File: src/rtl/uofp_pkg.sv
// Package for the radio API receive frame parser with OSC payload decoding.
// Holds the parse phase and status types, register indexes and character constants.
// No dependencies.
package uofp_pkg;

    typedef enum logic [3:0] {
        PH_WAIT    = 4'd0,
        PH_LEN     = 4'd1,
        PH_TYPE    = 4'd2,
        PH_IP      = 4'd3,
        PH_DPORT   = 4'd4,
        PH_SPORT   = 4'd5,
        PH_PROTO   = 4'd6,
        PH_STAT    = 4'd7,
        PH_PAYLOAD = 4'd8,
        PH_CKSUM   = 4'd9
    } t_phase;

    typedef enum logic [2:0] {
        ST_OK        = 3'd0,
        ST_NO_SLASH  = 3'd1,
        ST_NO_T      = 3'd2,
        ST_NO_SLASH2 = 3'd3,
        ST_MALFORMED = 3'd4,
        ST_TOO_SHORT = 3'd5
    } t_status;

    localparam int unsigned CFG_IDX_W = 8;
    localparam logic [CFG_IDX_W-1:0] CFG_START_DELIM = 8'd0;
    localparam logic [CFG_IDX_W-1:0] CFG_FRAME_TYPE  = 8'd1;

    localparam logic [7:0] START_DELIM_RST = 8'd126;
    localparam logic [7:0] FRAME_TYPE_RST  = 8'd176;

    localparam logic [15:0] HDR_OVERHEAD = 16'd11;
    localparam int unsigned HEAD_DEPTH   = 16;
    localparam int unsigned HEAD_IDX_W   = $clog2(HEAD_DEPTH);

    localparam logic [7:0] CH_SLASH = 8'h2F;
    localparam logic [7:0] CH_T     = 8'h74;
    localparam logic [7:0] CH_COMMA = 8'h2C;

    localparam int unsigned OUT_W = 128;

endpackage

File: src/rtl/udp_osc_frame_parser_unit.sv
// Top level of the radio API receive frame parser with OSC payload decoding.
// Uses uofp_pkg for types and constants; instantiates no other module.
//
// The block takes one received byte per item and can accept a byte in every
// clock cycle. Each byte updates the frame state in a single registered step.
// When the checksum byte of a well-formed header is accepted, one result item
// appears on the output in the next cycle and sits in an output register until
// taken; meanwhile further bytes are accepted, and only a following checksum
// byte waits for that register to drain. Frames with a header mismatch are
// dropped without a result. Configuration writes take effect at once.
module udp_osc_frame_parser_unit
    import uofp_pkg::*;
(
    input  logic                 i_clk,
    input  logic                 i_rst_n,
    input  logic                 i_cfg_we,
    input  logic [CFG_IDX_W-1:0] i_cfg_index,
    input  logic [7:0]           i_cfg_data,
    input  logic                 s_axis_tvalid,
    output logic                 s_axis_tready,
    // in_byte [7:0]
    input  logic [7:0]           s_axis_tdata,
    output logic                 m_axis_tvalid,
    input  logic                 m_axis_tready,
    // status [2:0], source_ip [34:3], dest_port [50:35], src_port [66:51],
    // command_code [74:67], set_get [82:75], type_tag [90:83],
    // value_word [122:91], zero fill [127:123]
    output logic [OUT_W-1:0]     m_axis_tdata
);

    logic [7:0]  r_start_delim;
    logic [7:0]  r_frame_type;
    t_phase      r_phase, n_phase;
    logic [15:0] r_byte_idx, n_byte_idx;
    logic [15:0] r_frame_len, n_frame_len;
    logic [15:0] r_pay_len, n_pay_len;
    logic [31:0] r_ip, n_ip;
    logic [15:0] r_dport, n_dport;
    logic [15:0] r_sport, n_sport;
    logic [7:0]  r_head [HEAD_DEPTH];
    logic        r_m_valid;
    logic [OUT_W-1:0] r_m_data, n_m_data;

    logic        s_acc;
    logic        head_we;
    logic [16:0] idx_inc;
    t_status     dec_status;
    logic [7:0]  b;

    assign b     = s_axis_tdata;
    assign s_axis_tready = (r_phase != PH_CKSUM) || !r_m_valid || m_axis_tready;
    assign s_acc = s_axis_tvalid && s_axis_tready;
    assign idx_inc = {1'b0, r_byte_idx} + 17'd1;

    always_comb begin
        n_phase     = r_phase;
        n_byte_idx  = r_byte_idx;
        n_frame_len = r_frame_len;
        n_pay_len   = r_pay_len;
        n_ip        = r_ip;
        n_dport     = r_dport;
        n_sport     = r_sport;
        head_we     = 1'b0;
        unique case (r_phase)
            PH_WAIT: begin
                if (b == r_start_delim) begin
                    n_phase     = PH_LEN;
                    n_byte_idx  = '0;
                    n_frame_len = '0;
                    n_ip        = '0;
                end
            end
            PH_LEN: begin
                n_frame_len = {r_frame_len[7:0], b};
                if (r_byte_idx == 16'd0) begin
                    n_byte_idx = 16'd1;
                end else begin
                    n_byte_idx = '0;
                    n_phase    = PH_TYPE;
                end
            end
            PH_TYPE: begin
                n_byte_idx = '0;
                n_phase    = (b == r_frame_type) ? PH_IP : PH_WAIT;
            end
            PH_IP: begin
                n_ip = {r_ip[23:0], b};
                if (idx_inc >= 17'd4) begin
                    n_byte_idx = '0;
                    n_phase    = PH_DPORT;
                end else begin
                    n_byte_idx = idx_inc[15:0];
                end
            end
            PH_DPORT: begin
                n_dport = {r_dport[7:0], b};
                if (r_byte_idx == 16'd0) begin
                    n_byte_idx = 16'd1;
                end else begin
                    n_byte_idx = '0;
                    n_phase    = PH_SPORT;
                end
            end
            PH_SPORT: begin
                n_sport = {r_sport[7:0], b};
                if (r_byte_idx == 16'd0) begin
                    n_byte_idx = 16'd1;
                end else begin
                    n_byte_idx = '0;
                    n_phase    = PH_PROTO;
                end
            end
            PH_PROTO: begin
                if (b == 8'd0) begin
                    n_phase = PH_STAT;
                end else begin
                    n_phase    = PH_WAIT;
                    n_byte_idx = '0;
                end
            end
            PH_STAT: begin
                n_byte_idx = '0;
                if (b != 8'd0) begin
                    n_phase = PH_WAIT;
                end else if (r_frame_len < HDR_OVERHEAD + 16'd1) begin
                    n_pay_len = '0;
                    n_phase   = PH_CKSUM;
                end else begin
                    n_pay_len = r_frame_len - HDR_OVERHEAD;
                    n_phase   = PH_PAYLOAD;
                end
            end
            PH_PAYLOAD: begin
                head_we = (r_byte_idx[15:HEAD_IDX_W] == '0);
                if (idx_inc >= {1'b0, r_pay_len}) begin
                    n_byte_idx = '0;
                    n_phase    = PH_CKSUM;
                end else begin
                    n_byte_idx = idx_inc[15:0];
                end
            end
            PH_CKSUM: begin
                n_byte_idx = '0;
                n_phase    = PH_WAIT;
            end
            default: begin
                n_byte_idx = '0;
                n_phase    = PH_WAIT;
            end
        endcase
    end

    always_comb begin
        if (r_pay_len < 16'(HEAD_DEPTH)) begin
            dec_status = ST_TOO_SHORT;
        end else if (r_head[0] != CH_SLASH) begin
            dec_status = ST_NO_SLASH;
        end else if (r_head[1] != CH_T) begin
            dec_status = ST_NO_T;
        end else if (r_head[2] != CH_SLASH) begin
            dec_status = ST_NO_SLASH2;
        end else if (r_head[5] != 8'd0 || r_head[6] != 8'd0 || r_head[7] != 8'd0
                     || r_head[8] != CH_COMMA || r_head[10] != 8'd0
                     || r_head[11] != 8'd0) begin
            dec_status = ST_MALFORMED;
        end else begin
            dec_status = ST_OK;
        end
    end

    always_comb begin
        n_m_data        = '0;
        n_m_data[2:0]   = dec_status;
        n_m_data[34:3]  = r_ip;
        n_m_data[50:35] = r_dport;
        n_m_data[66:51] = r_sport;
        if (dec_status == ST_OK) begin
            n_m_data[74:67]  = r_head[3];
            n_m_data[82:75]  = r_head[4];
            n_m_data[90:83]  = r_head[9];
            n_m_data[122:91] = {r_head[12], r_head[13], r_head[14], r_head[15]};
        end
    end

    always_ff @(posedge i_clk) begin
        if (!i_rst_n) begin
            r_start_delim <= START_DELIM_RST;
            r_frame_type  <= FRAME_TYPE_RST;
            r_phase       <= PH_WAIT;
            r_byte_idx    <= '0;
            r_frame_len   <= '0;
            r_pay_len     <= '0;
            r_ip          <= '0;
            r_dport       <= '0;
            r_sport       <= '0;
            r_m_valid     <= 1'b0;
        end else begin
            if (i_cfg_we && i_cfg_index == CFG_START_DELIM) begin
                r_start_delim <= i_cfg_data;
            end
            if (i_cfg_we && i_cfg_index == CFG_FRAME_TYPE) begin
                r_frame_type <= i_cfg_data;
            end
            if (s_acc) begin
                r_phase     <= n_phase;
                r_byte_idx  <= n_byte_idx;
                r_frame_len <= n_frame_len;
                r_pay_len   <= n_pay_len;
                r_ip        <= n_ip;
                r_dport     <= n_dport;
                r_sport     <= n_sport;
            end
            if (s_acc && r_phase == PH_CKSUM) begin
                r_m_valid <= 1'b1;
            end else if (m_axis_tready) begin
                r_m_valid <= 1'b0;
            end
        end
    end

    always_ff @(posedge i_clk) begin
        if (s_acc && head_we) begin
            r_head[r_byte_idx[HEAD_IDX_W-1:0]] <= b;
        end
        if (s_acc && r_phase == PH_CKSUM) begin
            r_m_data <= n_m_data;
        end
    end

    assign m_axis_tvalid = r_m_valid;
    assign m_axis_tdata  = r_m_data;

    a_result_follows_cksum: assert property (@(posedge i_clk) disable iff (!i_rst_n)
        (s_acc && r_phase == PH_CKSUM) |=> (r_m_valid && r_phase == PH_WAIT))
        else $error("checksum byte did not produce a result");

    a_result_has_cause: assert property (@(posedge i_clk) disable iff (!i_rst_n)
        $rose(r_m_valid) |-> $past(s_acc && r_phase == PH_CKSUM))
        else $error("result appeared without a checksum byte");

    a_payload_index_bound: assert property (@(posedge i_clk) disable iff (!i_rst_n)
        (r_phase == PH_PAYLOAD) |-> (r_byte_idx < r_pay_len))
        else $error("payload index ran past the payload length");

    a_status_range: assert property (@(posedge i_clk) disable iff (!i_rst_n)
        r_m_valid |-> (r_m_data[2:0] <= 3'd5))
        else $error("result status out of range");

endmodule
File: config.mk
export PLATFORM = sky130hd
export DESIGN_NAME = udp_osc_frame_parser_unit
export DESIGN_NICKNAME = d
export VERILOG_FILES = /design/src/rtl/uofp_pkg.sv /design/src/rtl/udp_osc_frame_parser_unit.sv
export SDC_FILE = /design/constraint.sdc
export NUM_CORES = 1
export LEC_CHECK = 0
export BUFFER_PORTS_ARGS = -buffer_cell sky130_fd_sc_hd__buf_2
export CAP_MARGIN = 25
export CORE_MARGIN = 8
export CORE_UTILIZATION = 33
export CTS_BUF_LIST = sky130_fd_sc_hd__clkbuf_8 sky130_fd_sc_hd__clkbuf_16
export DETAILED_ROUTE_END_ITERATION = 12
export GPL_TIMING_DRIVEN = 0
export PLACE_DENSITY = 0.63
export SLEW_MARGIN = 20
export SYNTH_ARGS = -nofsm -noshare
export SYNTH_HDL_FRONTEND = slang
export SYNTH_SLANG_ARGS = --single-unit
File: constraint.sdc
create_clock -name i_clk -period 7.93 [get_ports i_clk]
set_input_delay 2.379 -clock i_clk [delete_from_list [all_inputs] [get_ports i_clk]]
set_output_delay 2.379 -clock i_clk [all_outputs]
set_load 0.01 [all_outputs]
After elaboration in Yosys (flattened, before gate mapping) --
Memories as Yosys holds them, arrays and structs flattened. A register that Yosys moved wholly into a read port is not among the register bits. Index checks and enable logic that the tools add are counted.
Operators by class: $add $sub $neg 2, equal/unequal tests 24, mux-type cells 31, bitwise logic cells 1, reduce and logical (&&, ||, !) cells 43, $lt $le $gt $ge 4
Operators with widths (number):
- two-way mux 16 bit | 5
- one-hot mux 16 bit (5 select lines) | 1
- one-hot mux 32 bit (2 select lines) | 1
- nonzero test 8 bit | 6
- one-hot mux 4 bit (9 select lines) | 1
- two-way mux 32 bit | 1
- one-hot mux 16 bit (2 select lines) | 1
- two-way mux 4 bit | 7
- inequality test 8 x 6 -> 1 bit, second input constant | 3
- two-way mux 3 bit | 6
- adder 16 x 1 -> 17 bit, second input constant | 1
- >= comparator 17 x 16 -> 1 bit | 1
- >= comparator 17 x 3 -> 1 bit, second input constant | 1
- equality test 4 x 3 -> 1 bit, second input constant | 4
- equality test 8 bit | 2
- zero test 16 bit | 1
- zero test 8 bit | 2
- < comparator 16 x 4 -> 1 bit, second input constant | 1
- < comparator 16 x 5 -> 1 bit, second input constant | 1
- subtractor 16 x 4 -> 16 bit, second input constant | 1
- inequality test 2 bit, second input constant | 7
- zero test 12 bit | 1
- AND reduction 3 bit | 4
- equality test 4 x 2 -> 1 bit, second input constant | 2
- 17 further kinds | 44
Storage, ports and cells: memories 1, input bits 29, output and inout bits 130, memory bits (writable) 128, register bits after elaboration 200, logic and storage cells 117
Memory list:
- r_head | words 16, width 8, read ports 16, clocked after memory_dff 7, wr ports 1, line udp_osc_frame_parser_unit.sv:40 | logic [7:0] r_head [HEAD_DEPTH];

Longest topological paths before layout --
Gate-level depths: netlist (run 1). An unclocked memory read counts as a cell.
depth in word-level cells 14, depth in mapped cells 15, depth with buffers taken out 13

Worst setup path after synthesis (run 1) --
OpenSTA, ideal clock, no wires.
path kind input -> register, start point in m_axis_tready, end point reg r_m_data[0], in the netlist m_axis_tdata[0], enable pin, arrival 7.864 ns, stages 4, slack -0.541 ns, path through nor2b_1 > nand4_1 > nand2_1 > nor2_1
On the way: word-level cells in the longest chain between the ends 3
RTL lines:
- start: declaration | line udp_osc_frame_parser_unit.sv:24 | input logic m_axis_tready,
- logical OR 1 bit | line udp_osc_frame_parser_unit.sv:51 | assign s_axis_tready = (r_phase != PH_CKSUM) || !r_m_valid || m_axis_tready;
- via s_axis_tready | line udp_osc_frame_parser_unit.sv:20 | output logic s_axis_tready,
- logical AND 1 bit | line udp_osc_frame_parser_unit.sv:52 | assign s_acc = s_axis_tvalid && s_axis_tready;
- logical AND 1 bit | line udp_osc_frame_parser_unit.sv:225 | if (s_acc && r_phase == PH_CKSUM) begin
- end signal: assignment | line udp_osc_frame_parser_unit.sv:226 | r_m_data <= n_m_data;
- end: declaration | line udp_osc_frame_parser_unit.sv:42 | logic [OUT_W-1:0] r_m_data, n_m_data;
The timed path passes the listed nets, and every way through them passes these cells. A chain may end at the register's enable or synchronous reset.

Worst setup path after layout (run 1) --
start point in m_axis_tready, end point out s_axis_tready
On the way: word-level cells in the longest chain between the ends 1
RTL lines (line):
- logical OR 1 bit | udp_osc_frame_parser_unit.sv:51
- end: declaration | udp_osc_frame_parser_unit.sv:20
Every way passes these cells.

==> results of run 1 <==
[worst max-delay path, cell delays in order]
cell and delay [ns]:
buf_2 0.12, nor2b_1 0.15, nand4_1 0.21, buf_2 0.24
[placed cells by master, fill, tap and decap left out, types with 5 or more instances in the layout]
cell type and instances:
conb_1 5, xnor2_1 16, buf_6 6, a22oi_1 57
nor4_1 26, mux2i_1 19, nand3_1 23, nand4_1 13
nor2b_1 5, or3_1 6, nor2_1 108, buf_4 7
inv_1 31, ha_1 21, and2_1 58, buf_2 168
clkbuf_1 36, nand2_1 122, xor2_1 31, a32o_1 6
clkbuf_16 40, nor3_1 12, clkinv_2 6, o21ai_0 15
edfxtp_1 251, a21oi_1 52, dfxtp_1 133, or4_1 6
[kinds of logic after synthesis]
logic type	Yosys count	share of synthesized area (%)
AOI/OAI and AO/OA	155	7.03
DFF	384	69.7
and+or+nand+nor	417	14.4
other	1	0.0256
xor gates and xnor gates	48	2.92
muxes	19	1.30
buffers and inverters	88	2.89
adders and majority gates	21	1.79
[worst paths after layout]
path	from	cells past startpoint	to	slack [ns]
worst max-delay path	m_axis_tready	4	s_axis_tready	2.45
worst min-delay path	r_ip[31]	0	m_axis_tdata[34]	0.43
worst max register to register	r_byte_idx[0]	12	r_byte_idx[8]	3.96
worst min register to register	r_ip[31]	0	m_axis_tdata[34]	0.43
[per-layer routing]
| metal | up-vias | track usage (%) | wire, um |
|---|---|---|---|
| met5 | - | 0 | 14 |
| li1 | 4504 | - | - |
| met2 | 267 | 20.9 | 16000 |
| met1 | 4520 | 15.9 | 14400 |
| met3 | 44 | 3.67 | 2300 |
| met4 | 2 | 3.79 | 583 |
[registers in the layout, indices dropped and copies added, names as in the netlist]
register / flops
r_head: 128
m_axis_tdata: 123
r_ip: 32
r_byte_idx: 16
r_dport: 16
r_frame_len: 16
r_pay_len: 16
r_sport: 16
r_frame_type: 8
r_start_delim: 8
r_phase: 4
m_axis_tvalid: 1
[layout make-up]
class / instances / area [um^2]
fill: 4172 / 26500
multi-input combinational: 665 / 4040
inverter: 21 / 78.8
clock buffer: 43 / 1040
clock inverter: 28 / 220
sequential: 384 / 10200
tap: 592 / 741
buffer: 67 / 344
antenna: 2 / 5.00
timing repair buffer: 158 / 896
[per-stage QoR]
step / util (%) / power, mW / setup slack (ns) / std cells
4_1_cts: 39.9 / 4.00 / 2.48 / 1957
6_report: 39.9 / 3.96 / 2.45 / 1960
3_3_place_gp: 36.7 / 2.22 / -0.0189 / 1881
5_1_grt: 39.9 / 4.08 / 2.44 / 1959
2_1_floorplan: - / 2.18 / 1.53 / 1137
3_5_place_dp: 37.0 / 2.22 / 2.39 / 1886
[where the power goes]
group          leakage [nW]  switching [mW]  internal, mW  total [mW]
logic                  2.22          0.0444        0.0141      0.0585
clock network         0.660           0.744          1.05        1.79
registers              3.36        0.000195          2.12        2.12
==> results.cfg, run 1 <==
[outcome]
outcome = complete, no violations

[clock_network]
clock-sinks = 384
cts_buffers = 39
clkSlewWorstSetupHoldPaths_ns = 0.06
insertion_delay_ns = 0.55
cts.repair.resized = 0
post-cts-setup-buffers = 0
cts_buffer_depth = 3
ctsHoldBuffers = 0
cts_tree = yes
root_buffer = clkbuf_16
h-tree-depth = 2

[synthesis]
ys_types = 64
async_flop_share_pct = 0
yosysTopAreaCellShare_pct = 51.5
syn_avg_cell_area_um2 = 12.9
synth_commonest_cells = 251 x edfxtp_1, 133 x dfxtp_1, 122 x nand2_1
synth-seq-area-share_pct = 69.7
yosysMostFrequentCell = edfxtp_1
synth_area_um2 = 14600
synth_top_area_cell = edfxtp_1
synth_flop_cell = edfxtp_1
ys_warn_count = 0
synth_edf_count = 251
yosys-top-cells-area = edfxtp_1 51%, dfxtp_1 18%, nand2_1 3.1%, a22oi_1 2.9%, nor2_1 2.8%
netlist_instances = 1133
synth-seq-cells = 384

[detailed_routing]
routed_via_density = 4.76
postRouteAntennaNets = 0
drt-initial-drc-count = 524
first_pass_iters = 5
drc = 0
routedWlPerCell_um = 17.0
drt_wl_total_um = 33300
vias = 9337

[timing]
report.final.slew_viol_count = 0
fmax_mhz = 182
finalSetupViolations = 0
worst_pin_slew_ns = 0.970
holdWs_ns = 0.435
tns_ns = 0
fin_crit_sh_pct = 69.2
hold_viol_final = 0
relSlewSlack_pct = 35.1
fin_crit_ns = 5.48
finClkSkew_ns = 0.0214
rsz0062_at_grt = false

[pwr]
leakagePower_nw = 6.24
vdd_drop_max_mv = 0.231
power_density_nw_per_um2 = 226

[finish]
areaGrowthSynthToFinish_pct = 20.0
final_cell_area_um2 = 17600
drive_above_1_share_pct = 19.3
fin_nets = 1386

[die]
fp.dieArea_um2 = 51400
io_pins = 159
initial_utilization_pct = 33.2
dieWidth_um = 227
core_area_um2 = 44000
num_rows = 77
die_h_um = 227

[global_route]
grt-ovfl-total = 0
grt_pass1_vias = 9144
grt_usage_pct = 12.6
antenna_found_initial = 3
grt_pass1_wl_um = 51100
grt_max_degree = 32

[critical_path]
setup.worst_path.class = in2out
worstPathMaxFanout = 3
critPathRequiredTime_ns = 5.55
worstSetupStartpointType = input pin
worstPathArrival_ns = 3.11
setup.worst_path.end_class = primary output

[min_path]
holdCritPathClass = reg2reg

[placed_design]
placed_cell_area_um2 = 16300
finalWeightedCongestion = 0.856
place_hpwl_um = 23300
port_buffers = 152

[job]
cap_violations = 0
No activity file was read; power rests on OpenSTA's default activity.
==> inputs of run 2 (changes only) <==
PLACE_DENSITY = 0.61   (was 0.63)
clock period = 5.5 ns   (was 7.93 ns; I/O delays follow)
==> results.cfg, run 2 (synthesized netlist as in run 1, its figures left out) <==
[detailed_routing]
drt_wl_total_um = 33000
postRouteAntennaNets = 0
routed_via_density = 4.76
drt-initial-drc-count = 596
vias = 9346
routedWlPerCell_um = 16.8
drc = 0
first_pass_iters = 5

[placed_design]
place_hpwl_um = 22800
finalWeightedCongestion = 0.889
port_buffers = 152

[finish]
final_common_cell = edfxtp_1
fill_cells = 4160
areaGrowthSynthToFinish_pct = 20.4
mostFrequentLayoutCells = 251 x edfxtp_1, 168 x buf_2, 133 x dfxtp_1
fin_nets = 1387
largest_reg_flops = 128
drive_above_1_share_pct = 19.3

[die]
io_pins = 159
dieWidth_um = 227
initial_utilization_pct = 33.2
core_area_um2 = 44000
fp.dieArea_um2 = 51400
num_rows = 77
die_h_um = 227

[timing]
rsz0062_at_grt = false
report.final.slew_viol_count = 0
fin_crit_ns = 4.30
fmax_mhz = 233
fin_crit_sh_pct = 78.1
hold_viol_final = 0
relSlewSlack_pct = 31.1
worst_pin_slew_ns = 1.03
finClkSkew_ns = 0.0117
holdWs_ns = 0.432
tns_ns = 0
finalSetupViolations = 0

[clock_network]
clock-sinks = 384
h-tree-depth = 2
cts_buffer_depth = 3
root_buffer = clkbuf_16
ctsHoldBuffers = 0
post-cts-setup-buffers = 0
insertion_delay_ns = 0.54
cts_tree = yes
cts.repair.resized = 0
cts_buffers = 40
clkSlewWorstSetupHoldPaths_ns = 0.06

[global_route]
grt_pass1_wl_um = 51100
grt_pass1_vias = 9108
antenna_found_initial = 4
grt_max_degree = 31
grt-ovfl-total = 0
grt_usage_pct = 12.6

[critical_path]
worstPathArrival_ns = 4.76
setup.worst_path.class = in2reg
setup.worst_path.end_class = flip-flop
r2r_slack_ns = 1.47
worstPathMaxFanout = 17
worst-r2r-cell-count = 12
critPathRequiredTime_ns = 5.96
regToRegEndpoint = r_byte_idx[8]
r2r-start = r_byte_idx[0]
worstSetupStartpointType = input pin

[pwr]
leakagePower_nw = 6.24
power_density_nw_per_um2 = 328
vdd_drop_max_mv = 0.269
power_mw = 5.79

[min_path]
worstHoldStart = r_sport[10]
holdCritPathClass = reg2reg
holdPathEnd = m_axis_tdata[61]
min_delay_path_depth = 0

[job]
cap_violations = 0

[outcome]
outcome = complete, no violations
==> run 2: critical path: stages <==
cell and delay (ns):
buf_2 0.33, clkbuf_1 0.55, xor2_1 0.16, nor4_2 0.20
nand2_1 0.17, a311oi_1 0.91, buf_4 0.33, nand2_1 0.08
xor2_1 0.17, a211oi_2 0.19
==> run 2: per-stage QoR <==
| stage | worst slack [ns] | cells | utilization, % | cell area [um^2] |
|---|---|---|---|---|
| after CTS | 1.22 | 1960 | 40.0 | 17600 |
| final | 1.20 | 1962 | 40.0 | 17600 |
| after global placement | 0.242 | 1881 | 36.7 | 16200 |
| after global routing | 1.11 | 1961 | 40.0 | 17600 |
| after detailed placement | 0.637 | 1887 | 37.1 | 16300 |
| after floorplan | 1.20 | 1137 | - | 14700 |
==> run 2: layer usage <==
| layer | vias up | track usage (%) | routed length (um) | part of all wire, % |
|---|---|---|---|---|
| met1 | 4477 | 16.4 | 14400 | 44 |
| met3 | 56 | 4.10 | 2780 | 8.4 |
| met2 | 303 | 20.0 | 15100 | 46 |
| met5 | - | 0 | 29 | 0.088 |
| met4 | 6 | 3.48 | 698 | 2.1 |
| li1 | 4504 | - | - | - |
==> run 2: worst max-delay path by stage <==
stage,start,endpoint,slack [ns]
detailed placement,s_axis_tdata[4],r_byte_idx[12],0.64
global route,s_axis_tdata[4],r_byte_idx[12],1.11
global placement,m_axis_tready,m_axis_tdata[119],0.24
CTS,s_axis_tdata[4],r_byte_idx[12],1.22
finish,s_axis_tdata[4],r_byte_idx[12],1.20
floorplan,m_axis_tready,m_axis_tdata[0],1.20
==> run 2: layout make-up <==
class	instances	area [um^2]	area share, %
Sequential cell	384	10200	57.9
Multi-Input combinational cell	665	4050	22.9
Clock buffer	40	1000	5.68
Timing Repair Buffer	158	918	5.21
Tap cell	592	741	4.20
Buffer	67	344	1.95
Clock inverter	33	297	1.68
Inverter	21	78.8	0.447
Antenna cell	2	5.00	0.0284
==> run 2: power breakdown <==
part	internal, mW	switching (mW)	total [mW]
sequential	3.05	0.000275	3.05
clock	1.56	1.09	2.66
combinational	0.0204	0.0629	0.0833
total	4.64	1.16	5.79
==> inputs of run 3 (changes only) <==
ABC_AREA = 1   (was default)
PLACE_DENSITY = 0.63   (was 0.61)
clock period = 3.51 ns   (was 5.5 ns; I/O delays follow)
==> results.cfg, run 3 <==
[synthesis]
synth_commonest_cells = 251 x edfxtp_1, 222 x nand2_1, 177 x inv_1
yosysTopAreaCellShare_pct = 49.9
synth-seq-cells = 384
ys_warn_count = 0
yosys-top-cells-area = edfxtp_1 50%, dfxtp_1 18%, nand2_1 5.5%, inv_1 4.4%, nor2_1 4.4%
syn_avg_cell_area_um2 = 10.9
synth-seq-area-share_pct = 67.5
ys_types = 45
synth_flop_cell = edfxtp_1
netlist_instances = 1388
yosysMostFrequentCell = edfxtp_1
synth_area_um2 = 15100
async_flop_share_pct = 0
synth_edf_count = 251
synth_top_area_cell = edfxtp_1

[clock_network]
cts_tree = yes
h-tree-depth = 2
root_buffer = clkbuf_16
cts_buffer_depth = 3
clock-sinks = 384
insertion_delay_ns = 0.54
clkSlewWorstSetupHoldPaths_ns = 0.06
ctsHoldBuffers = 0
cts_buffers = 39

[die]
dieWidth_um = 230
die_h_um = 230
io_pins = 159
core_area_um2 = 45300
num_rows = 78
fp.dieArea_um2 = 52900
initial_utilization_pct = 33.4

[finish]
multi_input_area_um2 = 3990
areaGrowthSynthToFinish_pct = 19.1
fill_cells = 4361
mostFrequentLayoutCells = 251 x edfxtp_1, 218 x nand2_1, 186 x inv_1
final_common_cell = edfxtp_1
drive_above_1_share_pct = 18.6
seq_area_um2 = 10200
finalNonFillerCells = 2220
largest_reg_flops = 128
fin_nets = 1639

[global_route]
grt_max_degree = 37
grt_usage_pct = 12.7
grt-ovfl-total = 0
antenna_found_initial = 2
grt_pass1_vias = 9901
grt_pass1_wl_um = 54600

[min_path]
worstHoldStart = r_sport[0]
holdCritPathClass = reg2reg

[critical_path]
critPathRequiredTime_ns = 3.89
r2r-start = r_byte_idx[0]
worstPathMaxFanout = 10
worstPathArrival_ns = 3.56
setup.worst_path.end_class = flip-flop
crit_path_start = r_byte_idx[0]
r2r_slack_ns = 0.32
setup.worst_path.class = reg2reg
worstSetupStartpointType = flip-flop

[pwr]
power_density_nw_per_um2 = 501
leakagePower_nw = 6.50
power_mw = 9.03
vdd_drop_max_mv = 0.354

[detailed_routing]
drt_wl_total_um = 35000
first_pass_iters = 6
routedWlPerCell_um = 15.8
drt-initial-drc-count = 625
routed_via_density = 4.55
drc = 0
postRouteAntennaNets = 0
vias = 10100

[timing]
report.final.slew_viol_count = 0
fmax_mhz = 314
rsz0062_at_grt = false
fin_crit_sh_pct = 90.8
worst_pin_slew_ns = 0.885
fin_crit_ns = 3.19
hold_viol_final = 0
finClkSkew_ns = 0.0184
finalSetupViolations = 0
relSlewSlack_pct = 40.8

[placed_design]
place_hpwl_um = 23800
port_buffers = 153
post-place-cells = 2148
finalWeightedCongestion = 0.845

[job]
cap_violations = 0

[outcome]
outcome = complete, no violations
==> run 3: routing by layer <==
| layer | part of all wire [%] | global-route usage, % | wire length, um | vias to the layer above |
|---|---|---|---|---|
| met3 | 4.4 | 2.13 | 1550 | 71 |
| met2 | 49 | 22.1 | 17200 | 228 |
| met4 | 3.1 | 4.75 | 1080 | 0 |
| met5 | 0 | 0 | 0 | - |
| li1 | - | - | - | 5041 |
| met1 | 43 | 15.5 | 15100 | 4770 |
==> run 3: final cells by class <==
| cell class | count | area share, % |
|---|---|---|
| inverter | 185 | 3.88 |
| multi-input combinational | 774 | 22.1 |
| tap | 600 | 4.17 |
| clock buffer | 41 | 5.64 |
| sequential | 384 | 56.7 |
| clock inverter | 29 | 1.43 |
| buffer | 49 | 1.47 |
| timing repair buffer | 156 | 4.59 |
| antenna | 2 | 0.0278 |
==> run 3: logic make-up (layout without fill, tap and decap cells) <==
family                   Yosys count  count (layout)  synth area share [%]
adder cells (fa/ha/maj)           21              21                  1.74
other                              1               7                0.0248
AND/OR/NAND/NOR                  547             547                  16.4
flip-flops                       384             384                  67.5
XOR/XNOR                          19              19                  1.10
AO/OA/AOI/OAI                    182             182                  6.87
buffers and inverters            234             460                  6.35
==> run 3: final timing paths <==
path	cells past startpoint	endpoint
setup / recovery	17	r_byte_idx[8]
hold / removal	0	m_axis_tdata[51]
setup reg to reg	17	r_byte_idx[8]
hold reg to reg	0	m_axis_tdata[51]
==> run 3: power by group <==
part / switching [mW] / leakage [nW] / internal [mW] / total, mW
clock network: 1.71 / 0.663 / 2.40 / 4.10
logic: 0.112 / 2.72 / 0.0318 / 0.144
registers: 0.000421 / 3.12 / 4.78 / 4.78
total: 1.82 / 6.50 / 7.21 / 9.03
==> run 3: what timing repair did <==
action	in CTS	in global routing
buffers inserted	0	0
setup endpoints to repair	0	13
gates resized for setup	0	2
==> run 3: worst max-delay path, cell delays in order, from the launching register on <==
cell and delay, ns:
dfxtp_1 0.49, ha_2 0.31, inv_1 0.12, nor2_8 0.19, nand4_1 0.12, nand2_1 0.11
inv_1 0.07, ha_1 0.29, inv_1 0.06, nor3_1 0.32, nand4_1 0.14, o21ai_0 0.18
nor2_1 0.07, nand2_2 0.17, nand2_4 0.11, buf_12 0.16, nand3_2 0.06, a21oi_2 0.05
==> run 3: stage by stage <==
step	setup TNS [ns]	cell area [um^2]	util, %	setup slack [ns]	hold WS [ns]
6_report	0	18000	39.8	0.323	0.429
5_1_grt	0	18000	39.8	0.0608	0.440
4_1_cts	0	18000	39.7	0.214	0.430
3_5_place_dp	0	16700	36.9	0.0499	0.415
3_3_place_gp	-152.20	16700	36.8	-1.26	0.412
2_1_floorplan	-19.80	15100	-	-0.161	0.408
